$ cat src/hdl/clsr_pkg.sv
// Shared types, constants and arithmetic helpers of the combined LCG shuffle generator.
// No dependencies; imported by the top level, clsr_lcg and clsr_scale.

package clsr_pkg;

    localparam int TABLE_DEPTH = 32;
    localparam int ADDR_W      = $clog2(TABLE_DEPTH);
    localparam int WN_W        = $clog2(TABLE_DEPTH + 8);
    localparam int VAL_W       = 31;
    localparam int RNG_W       = 16;
    localparam int MUL_W       = 16;
    localparam int PROD_W      = VAL_W + MUL_W;

    localparam logic [VAL_W-1:0] MOD1 = 31'd2147483563;
    localparam logic [VAL_W-1:0] MOD2 = 31'd2147483399;
    localparam logic [VAL_W-1:0] TOP  = 31'd2147483562;
    localparam logic [MUL_W-1:0] MUL1 = 16'd40014;
    localparam logic [MUL_W-1:0] MUL2 = 16'd40692;

    localparam logic [7:0] FOLD1 = 8'(32'h8000_0000 - 32'(MOD1));
    localparam logic [7:0] FOLD2 = 8'(32'h8000_0000 - 32'(MOD2));

    localparam logic [31:0] SLOT_DIV = 32'd1 + 32'(TOP) / 32'(TABLE_DEPTH);

    localparam logic [VAL_W-1:0] SEED_RESET = 31'd3;
    localparam logic [WN_W-1:0]  WARM_STEPS = WN_W'(TABLE_DEPTH + 7);

    typedef logic [VAL_W-1:0]  t_val;
    typedef logic [RNG_W-1:0]  t_rng;
    typedef logic [PROD_W-1:0] t_prod;
    typedef logic [ADDR_W-1:0] t_addr;

    typedef struct packed {
        logic load;
        logic step;
        logic both;
    } t_lcg_cmd;

    typedef struct packed {
        logic full;
        logic entry_busy;
    } t_scale_stat;

    // Reduces a product below 2^31 * 2^16 modulo a modulus of the form 2^31 - fold.
    function automatic t_val mod_fold(input t_prod p, input logic [7:0] fold, input t_val m);
        logic [23:0] hf;
        logic [31:0] t;
        logic [31:0] r;
        hf = 24'(p[PROD_W-1:VAL_W]) * 24'(fold);
        t  = 32'(hf) + 32'(p[VAL_W-1:0]);
        r  = (t >= {1'b0, m}) ? (t - {1'b0, m}) : t;
        return r[VAL_W-1:0];
    endfunction

    // Quotient of a product by the first modulus.
    function automatic t_rng index_of(input t_prod p);
        logic [23:0] hf;
        logic [31:0] t;
        logic [16:0] q;
        hf = 24'(p[PROD_W-1:VAL_W]) * 24'(FOLD1);
        t  = 32'(hf) + 32'(p[VAL_W-1:0]);
        q  = 17'(p[PROD_W-1:VAL_W]) + ((t >= {1'b0, MOD1}) ? 17'd1 : 17'd0);
        return q[RNG_W-1:0];
    endfunction

    function automatic t_addr slot_of(input t_val v);
        t_addr s;
        s = '0;
        for (int k = 1; k < TABLE_DEPTH; k++) begin
            if ({1'b0, v} >= 32'(k) * SLOT_DIV) begin
                s = ADDR_W'(k);
            end
        end
        return s;
    endfunction

    function automatic t_val norm_seed(input t_val v);
        t_val s;
        s = (v >= MOD1) ? (v - MOD1) : v;
        if (s == '0) begin
            s = 31'd1;
        end
        return s;
    endfunction

endpackage

$ cat src/hdl/combined_lcg_shuffle_random.sv
// Top level of the combined LCG generator with a shuffle table held in RAM.
// Depends on clsr_pkg, clsr_ram, clsr_lcg and clsr_scale.
//
// Usage: each input transaction on i_valid/o_stall carries a range and yields one output
// transaction on o_valid/i_stall with the raw 31-bit fraction and the index
// floor(fraction * range / 2147483563).
// The user must write the seed on i_cfg_valid/o_cfg_ready only while the block is
// idle; the block itself does not enforce this. The write forces a fresh warm-up at
// the next request. Once warmed up, a request reads the table entry at the slot of
// the last output, replaces it with a new generator value and forms the new output,
// which selects the next slot; the next request is taken after that update.
// The first request after reset or after a seed write first runs the warm-up: a
// multiply and a fold state for each of the TABLE_DEPTH + 8 generator steps, then a
// prime state that steps both generators, before the table read and update.
// Reset loads the seed 3 and clears all valid state; the table needs no clearing pass as
// the warm-up writes every entry before any read.
// When the receiver stalls, results queue in three internal stages. The input is stalled
// while a request is being processed and while all three stages are occupied.

module combined_lcg_shuffle_random import clsr_pkg::*; (
    input  logic i_clk,
    input  logic i_rst_n,
    input  logic i_valid,
    output logic o_stall,
    input  t_rng i_range,
    output logic o_valid,
    input  logic i_stall,
    output t_val o_fraction,
    output t_rng o_index,
    input  logic i_cfg_valid,
    output logic o_cfg_ready,
    input  t_val i_cfg_seed
);

    localparam logic [2:0] ST_IDLE      = 3'd0;
    localparam logic [2:0] ST_WARM_MUL  = 3'd1;
    localparam logic [2:0] ST_WARM_FOLD = 3'd2;
    localparam logic [2:0] ST_PRIME     = 3'd3;
    localparam logic [2:0] ST_READ      = 3'd4;
    localparam logic [2:0] ST_UPD       = 3'd5;

    logic [2:0]  r_state;
    logic [2:0]  n_state;
    logic        r_warm;
    logic        n_warm;
    t_val        r_seed;
    t_rng        r_range;
    t_rng        n_range;
    t_val        r_last;
    t_val        n_last;
    t_addr       r_slot;
    t_addr       n_slot;
    logic [WN_W-1:0] r_wn;
    logic [WN_W-1:0] n_wn;

    t_lcg_cmd    lcg_cmd;
    t_val        w_x1;
    t_val        w_x2;
    t_val        w_next1;
    logic        w_lcg_busy;
    t_scale_stat w_stat;

    logic        ram_wr_en;
    t_addr       ram_wr_addr;
    t_val        ram_wr_data;
    logic        ram_rd_en;
    t_val        ram_rd_data;

    logic        in_accept;
    logic        upd_load;
    t_addr       w_slot;
    t_val        w_y;

    assign o_stall     = !(r_state == ST_IDLE && !w_stat.full);
    assign in_accept   = i_valid && !o_stall;
    assign o_cfg_ready = 1'b1;
    assign w_slot      = slot_of(r_last);

    always_comb begin
        if (ram_rd_data > w_x2) begin
            w_y = ram_rd_data - w_x2;
        end else begin
            w_y = VAL_W'(32'(ram_rd_data) + 32'(TOP) - 32'(w_x2));
        end
    end

    always_comb begin
        n_state     = r_state;
        n_warm      = r_warm;
        n_range     = r_range;
        n_last      = r_last;
        n_slot      = r_slot;
        n_wn        = r_wn;
        lcg_cmd     = '0;
        ram_wr_en   = 1'b0;
        ram_wr_addr = r_slot;
        ram_wr_data = w_x1;
        ram_rd_en   = 1'b0;
        upd_load    = 1'b0;
        unique case (r_state)
            ST_IDLE: begin
                if (in_accept) begin
                    n_range = i_range;
                    if (r_warm) begin
                        ram_rd_en = 1'b1;
                        n_slot    = w_slot;
                        n_state   = ST_UPD;
                    end else begin
                        lcg_cmd.load = 1'b1;
                        n_wn         = WARM_STEPS;
                        n_state      = ST_WARM_MUL;
                    end
                end
            end
            ST_WARM_MUL: begin
                lcg_cmd.step = 1'b1;
                n_state      = ST_WARM_FOLD;
            end
            ST_WARM_FOLD: begin
                if (r_wn < WN_W'(TABLE_DEPTH)) begin
                    ram_wr_en   = 1'b1;
                    ram_wr_addr = r_wn[ADDR_W-1:0];
                    ram_wr_data = w_next1;
                end
                if (r_wn == '0) begin
                    n_last  = w_next1;
                    n_warm  = 1'b1;
                    n_state = ST_PRIME;
                end else begin
                    n_wn    = r_wn - 1'b1;
                    n_state = ST_WARM_MUL;
                end
            end
            ST_PRIME: begin
                lcg_cmd.step = 1'b1;
                lcg_cmd.both = 1'b1;
                n_state      = ST_READ;
            end
            ST_READ: begin
                ram_rd_en = 1'b1;
                n_slot    = w_slot;
                n_state   = ST_UPD;
            end
            ST_UPD: begin
                ram_wr_en    = 1'b1;
                n_last       = w_y;
                upd_load     = 1'b1;
                lcg_cmd.step = 1'b1;
                lcg_cmd.both = 1'b1;
                n_state      = ST_IDLE;
            end
            default: begin
                n_state = ST_IDLE;
            end
        endcase
        if (i_cfg_valid && o_cfg_ready) begin
            n_warm = 1'b0;
        end
    end

    always_ff @(posedge i_clk) begin
        if (!i_rst_n) begin
            r_state <= ST_IDLE;
            r_warm  <= 1'b0;
            r_seed  <= SEED_RESET;
            r_wn    <= '0;
        end else begin
            r_state <= n_state;
            r_warm  <= n_warm;
            r_wn    <= n_wn;
            if (i_cfg_valid && o_cfg_ready) begin
                r_seed <= i_cfg_seed;
            end
        end
    end

    always_ff @(posedge i_clk) begin
        r_range <= n_range;
        r_last  <= n_last;
        r_slot  <= n_slot;
    end

    clsr_ram #(
        .WIDTH (VAL_W),
        .DEPTH (TABLE_DEPTH)
    ) u_table (
        .i_clk     (i_clk),
        .i_wr_en   (ram_wr_en),
        .i_wr_addr (ram_wr_addr),
        .i_wr_data (ram_wr_data),
        .i_rd_en   (ram_rd_en),
        .i_rd_addr (w_slot),
        .o_rd_data (ram_rd_data)
    );

    clsr_lcg u_lcg (
        .i_clk   (i_clk),
        .i_rst_n (i_rst_n),
        .i_cmd   (lcg_cmd),
        .i_seed  (r_seed),
        .o_x1    (w_x1),
        .o_x2    (w_x2),
        .o_next1 (w_next1),
        .o_busy  (w_lcg_busy)
    );

    clsr_scale u_scale (
        .i_clk      (i_clk),
        .i_rst_n    (i_rst_n),
        .i_load     (upd_load),
        .i_frac     (w_y),
        .i_range    (r_range),
        .o_stat     (w_stat),
        .o_valid    (o_valid),
        .i_stall    (i_stall),
        .o_fraction (o_fraction),
        .o_index    (o_index)
    );

`ifndef NO_ASSERTIONS
    a_upd_lcg_ready: assert property (@(posedge i_clk) disable iff (!i_rst_n)
        (r_state == ST_UPD) |-> !w_lcg_busy)
        else $error("Generator update still pending when the table entry is replaced.");

    a_upd_entry_free: assert property (@(posedge i_clk) disable iff (!i_rst_n)
        (r_state == ST_UPD) |-> !w_stat.entry_busy)
        else $error("Scaling stage occupied when a new result arrives.");

    a_upd_warm: assert property (@(posedge i_clk) disable iff (!i_rst_n)
        (r_state == ST_UPD) |-> r_warm)
        else $error("Table read before the warm-up completed.");

    a_out_range: assert property (@(posedge i_clk) disable iff (!i_rst_n)
        o_valid |-> (o_fraction != '0 && o_fraction <= TOP))
        else $error("Output fraction outside its range.");
`endif

endmodule

$ cat src/hdl/clsr_ram.sv
// Generic simple dual-port RAM with one write port and a registered read port.
// No dependencies.

module clsr_ram #(
    parameter int WIDTH = 31,
    parameter int DEPTH = 32
) (
    input  logic                     i_clk,
    input  logic                     i_wr_en,
    input  logic [$clog2(DEPTH)-1:0] i_wr_addr,
    input  logic [WIDTH-1:0]         i_wr_data,
    input  logic                     i_rd_en,
    input  logic [$clog2(DEPTH)-1:0] i_rd_addr,
    output logic [WIDTH-1:0]         o_rd_data
);

    logic [WIDTH-1:0] r_mem [DEPTH];
    logic [WIDTH-1:0] r_rd_data;

    always_ff @(posedge i_clk) begin
        if (i_wr_en) begin
            r_mem[i_wr_addr] <= i_wr_data;
        end
        if (i_rd_en) begin
            r_rd_data <= r_mem[i_rd_addr];
        end
    end

    assign o_rd_data = r_rd_data;

endmodule

$ cat src/hdl/clsr_lcg.sv
// The two multiplicative generators: a registered product, then a modular fold.
// Depends on clsr_pkg.

module clsr_lcg import clsr_pkg::*; (
    input  logic     i_clk,
    input  logic     i_rst_n,
    input  t_lcg_cmd i_cmd,
    input  t_val     i_seed,
    output t_val     o_x1,
    output t_val     o_x2,
    output t_val     o_next1,
    output logic     o_busy
);

    t_val  r_x1;
    t_val  r_x2;
    t_prod r_p1;
    t_prod r_p2;
    logic  r_pend;
    logic  r_both;
    t_val  n_x1;
    t_val  n_x2;

    assign n_x1 = mod_fold(r_p1, FOLD1, MOD1);
    assign n_x2 = mod_fold(r_p2, FOLD2, MOD2);

    always_ff @(posedge i_clk) begin
        if (!i_rst_n) begin
            r_pend <= 1'b0;
            r_both <= 1'b0;
        end else begin
            r_pend <= i_cmd.step;
            if (i_cmd.step) begin
                r_both <= i_cmd.both;
            end
        end
    end

    always_ff @(posedge i_clk) begin
        if (i_cmd.load) begin
            r_x1 <= norm_seed(i_seed);
            r_x2 <= norm_seed(i_seed);
        end else if (r_pend) begin
            r_x1 <= n_x1;
            if (r_both) begin
                r_x2 <= n_x2;
            end
        end
        if (i_cmd.step) begin
            r_p1 <= PROD_W'(r_x1) * PROD_W'(MUL1);
            r_p2 <= PROD_W'(r_x2) * PROD_W'(MUL2);
        end
    end

    assign o_x1    = r_x1;
    assign o_x2    = r_x2;
    assign o_next1 = n_x1;
    assign o_busy  = r_pend;

endmodule

$ cat src/hdl/clsr_scale.sv
// Index scaling pipeline and output register: product, division by the modulus, result.
// Depends on clsr_pkg.

module clsr_scale import clsr_pkg::*; (
    input  logic        i_clk,
    input  logic        i_rst_n,
    input  logic        i_load,
    input  t_val        i_frac,
    input  t_rng        i_range,
    output t_scale_stat o_stat,
    output logic        o_valid,
    input  logic        i_stall,
    output t_val        o_fraction,
    output t_rng        o_index
);

    logic  r_pv;
    logic  r_mv;
    logic  r_ov;
    t_val  r_pv_frac;
    t_rng  r_pv_rng;
    t_val  r_mv_frac;
    t_prod r_mv_prod;
    t_val  r_o_frac;
    t_rng  r_o_idx;
    logic  o_load;
    logic  mv_load;

    assign o_load  = r_mv && (!r_ov || !i_stall);
    assign mv_load = r_pv && (!r_mv || o_load);

    always_ff @(posedge i_clk) begin
        if (!i_rst_n) begin
            r_pv <= 1'b0;
            r_mv <= 1'b0;
            r_ov <= 1'b0;
        end else begin
            r_pv <= i_load || (r_pv && !mv_load);
            r_mv <= mv_load || (r_mv && !o_load);
            r_ov <= o_load || (r_ov && i_stall);
        end
    end

    always_ff @(posedge i_clk) begin
        if (i_load) begin
            r_pv_frac <= i_frac;
            r_pv_rng  <= i_range;
        end
        if (mv_load) begin
            r_mv_frac <= r_pv_frac;
            r_mv_prod <= PROD_W'(r_pv_frac) * PROD_W'(r_pv_rng);
        end
        if (o_load) begin
            r_o_frac <= r_mv_frac;
            r_o_idx  <= index_of(r_mv_prod);
        end
    end

    assign o_stat.full       = r_pv && r_mv && r_ov;
    assign o_stat.entry_busy = r_pv && !mv_load;
    assign o_valid           = r_ov;
    assign o_fraction        = r_o_frac;
    assign o_index           = r_o_idx;

endmodule
$ cat config.mk
export PLATFORM = sky130hd
export DESIGN_NAME = combined_lcg_shuffle_random
export DESIGN_NICKNAME = d
export VERILOG_FILES = /design/src/hdl/clsr_pkg.sv /design/src/hdl/combined_lcg_shuffle_random.sv /design/src/hdl/clsr_ram.sv /design/src/hdl/clsr_lcg.sv /design/src/hdl/clsr_scale.sv
export SDC_FILE = /design/constraint.sdc
export NUM_CORES = 2
export LEC_CHECK = 0
export BUFFER_PORTS_ARGS = -buffer_cell sky130_fd_sc_hd__buf_4
export CORE_MARGIN = 2
export CORE_UTILIZATION = 60
export DETAILED_ROUTE_END_ITERATION = 6
export PLACE_DENSITY = 0.74
export SLEW_MARGIN = 0
export SYNTH_ARGS = -nofsm -noshare
export SYNTH_HDL_FRONTEND = slang
export SYNTH_SLANG_ARGS = --single-unit
$ cat constraint.sdc
create_clock -name i_clk -period 13.7 [get_ports i_clk]
set_input_delay 2.055 -clock i_clk [delete_from_list [all_inputs] [get_ports i_clk]]
set_output_delay 2.055 -clock i_clk [all_outputs]
set_load 0.02 [all_outputs]
==> key figures <==
Logic synthesis
  – Largest family of logic cells by synthesized area: adder cells
  – Distinct cells, synth: 102
  – Synth Instances: 8401
  – Synthesized cell area: 0.0996 mm^2
  – Count leader, synth: edfxtp_1
  – Asr flop ratio synth: 0%
  – Post-synthesis simple-gate area fraction: 8.12%
  – Yosys reg bits: 1445
  – Post-synthesis compound-gate area fraction: 9.59%
  – Sequential element share of the synthesized area: 43.1%
  – Leading area contributor after synthesis: edfxtp_1
  – Synth Area in XOR/XNOR: 2.48%
  – Number of synthesized flops with an enable pin: 1399
  – Post-synthesis mux area share: 3.75%
  – Area contributors post-synth: edfxtp_1 42%, fa_1 18%, ha_1 9.1%
  – Yosys warning count: 0
  – Top post-synthesis cells by count: 1399 x edfxtp_1, 1178 x inv_1, 899 x fa_1, 725 x ha_1, 675 x nand2_1
  – Syn_area_per_cell: 11.9 um^2
  – Post-synthesis adder-cell area fraction: 27.2%
  – Syn Nets: 10100
  – Synth Flop Type: edfxtp_1
  – Post-synth top area share: 42.2%

Routing
  – Initial drt markers: 7290
  – Routed WL: 273 mm
  – Drt first pass iters: 6
  – DR WL/cell: 25.3 um
  – DR vias/cell: 6.20
  – Detail Route Antenna Nets: 0
  – DR vias: 66900
  – # DRC: 0

CTS
  – CTS root buffer: clkbuf_16
  – CTS sink count: 1445
  – Clk Latency, worst-skew pair: 840 ps
  – Htree depth: 4
  – Clock slew at reported path FFs: 60 ps
  – CTS Hold Bufs: 0
  – PostCTS Resize Cnt: 0
  – CTS Buf Count: 153
  – CTS tree: yes
  – Longest Clk Path Bufs: 3
  – Post-CTS Setup Bufs: 0

Outcome
  – Status: completed

STA
  – Sum Neg Setup Slack: 0 ps
  – Rel. slew slack: 8.79%
  – Post-route setup slack: 5330 ps
  – Worst Tran Pin Value: 1370 ps
  – Period Utilization, post-route: 61.1%
  – Final setup violation count: 0
  – Slew Limit Fails: 0
  – RSZ-0062 raised after global routing: false
  – Min cycle time layout: 8370 ps
  – Endpoints failing hold: 0
  – Layout Skew: 62.2 ps
  – Max Freq: 120 MHz

Cells and area
  – Post-layout nets: 10200
  – Non-Filler Instances: 10800
  – Filler Cell Count: 12100
  – Layout area overhead: 8.87%
  – Fin util: 65.8%
  – Layout cells sized above 1: 7.13%

Critical path
  – CP Capture Type: flip-flop
  – Crit path launch type: flip-flop
  – Crit path kind: flip-flop to flip-flop
  – R2R Path Start: u_scale.r_pv_rng[6]
  – CP arrival: 8900 ps
  – Req. time, crit path: 14230 ps
  – Worst Path Max Fanout: 31
  – CP startpoint: u_scale.r_pv_rng[6]

Placement
  – Dpl hpwl: 188 mm
  – Port bufs: 100
  – Cells after DPL: 10500
  – Pre-CTS setup slack: 5510 ps
  – Routability cong.: 0.984

Global route
  – Total track usage: 32.8%
  – Largest net degree at the start of global routing: 116
  – Vias in the first global route: 68500
  – GRT overflow: 0
  – Initial antenna violation count: 11
  – First-pass GRT wire length: 416 mm
  – Met1 Track Usage GR: 43.2%
  – Met3 global-route usage: 6.97%
  – GR Util met2: 52.7%
  – Peak-usage layer in the global routing report: met2

Min path
  – Hold Path Class: flip-flop to flip-flop
  – Min-delay src: u_scale.r_mv_frac[23]

Floorplan
  – Die height: 411 um
  – Site row count: 149
  – Die ar.: 0.169 mm^2
  – Starting Density: 60.4%
  – Io pins: 102
  – Die W: 411 um
  – Core ar.: 0.165 mm^2

Flow run
  – Max-Cap Viols: 0
-- cell type report --
cell class | instances | area (um^2) | share of cell area, %
clock buffers | 189 | 4020 | 3.71
multi-input cells | 5473 | 51400 | 47.5
diodes | 4 | 10.0 | 0.00923
inverters | 1181 | 4440 | 4.09
repair buffers | 231 | 1750 | 1.61
well taps | 2189 | 2740 | 2.53
clock inverters | 89 | 1080 | 0.997
flip-flops and latches | 1445 | 42900 | 39.6
-- critical path, cell delays in order (launching register included) --
cell       delay, ps
edfxtp_1        1150
nand2_1          190
fa_1             570
inv_1             60
fa_1             530
inv_1             50
fa_1             490
inv_1             50
fa_1             490
inv_1             60
fa_1             530
inv_1             60
fa_1             480
ha_1             360
o21a_1           130
o21ai_0           90
a21o_1           210
or3_1            390
o211a_1          230
a2111oi_0        930
o31a_1           280
o211ai_1         170
a211oi_1         240
a211o_1          130
a21oi_1           70
xnor2_1          130
-- cells in the final DEF (no fill, tap or decap), drive strengths merged, types with 83 or more instances in the layout --
master | netlist | final
buf | 72 | 231
inv | 1180 | 1191
xor2 | 83 | 83
and3 | 90 | 90
o211ai | 84 | 84
xnor2 | 199 | 199
o21ai | 371 | 371
a21o | 91 | 91
edfxtp | 1399 | 1399
nor2 | 303 | 303
fa | 899 | 899
nand2 | 675 | 675
clkbuf | 230 | 189
and2 | 155 | 155
a21oi | 458 | 458
ha | 725 | 725
nand3 | 88 | 88
mux2i | 357 | 357
-- per-layer routing --
layer  share of wire [%]  wire, um
met3                 9.5     26000
met5               0.051       138
met4                 5.0     13700
met1                  38    105000
met2                  47    129000
-- state kept, by name, indices dropped and copies added (netlist names), 16 cells and up --
name,cells
u_scale.r_mv_prod,47
u_scale.r_pv_rng,16
u_lcg.o_x1,31
u_table.o_rd_data,31
u_scale.o_index,16
u_table.r_mem,992
r_last,30
u_lcg.r_p1,46
r_seed,31
r_range,16
u_lcg.r_p2,45
u_lcg.o_x2,31
u_scale.o_fraction,31
u_scale.r_pv_frac,31
u_scale.r_mv_frac,31
-- metrics by stage --
step | cell area [um^2] | hold slack (ps)
3_3_place_gp | 103000 | 402
5_1_grt | 108000 | 427
4_1_cts | 108000 | 419
6_report | 108000 | 419
2_1_floorplan | 99600 | 400
3_5_place_dp | 103000 | 405
-- kinds of logic after synthesis --
| group | Yosys count |
|---|---|
| DFF | 1445 |
| buffers and inverters | 1483 |
| and+or+nand+nor | 1683 |
| xor gates and xnor gates | 282 |
| adders and majority gates | 1624 |
| other | 1 |
| AOI/OAI and AO/OA | 1512 |
| muxes | 371 |
-- path summary, 6_finish.rpt --
path / endpoint / slack, ps / cells past startpoint
setup / recovery: u_scale.r_mv_prod[42] / 5330 / 25
hold / removal: u_scale.o_fraction[23] / 420 / 0
hold reg to reg: u_scale.o_fraction[23] / 420 / 0
setup reg to reg: u_scale.r_mv_prod[42] / 5330 / 25
Power is left out: the tool's default activity adds up to more than one toggle a clock period on the data nets, which glitch-free logic cannot reach.
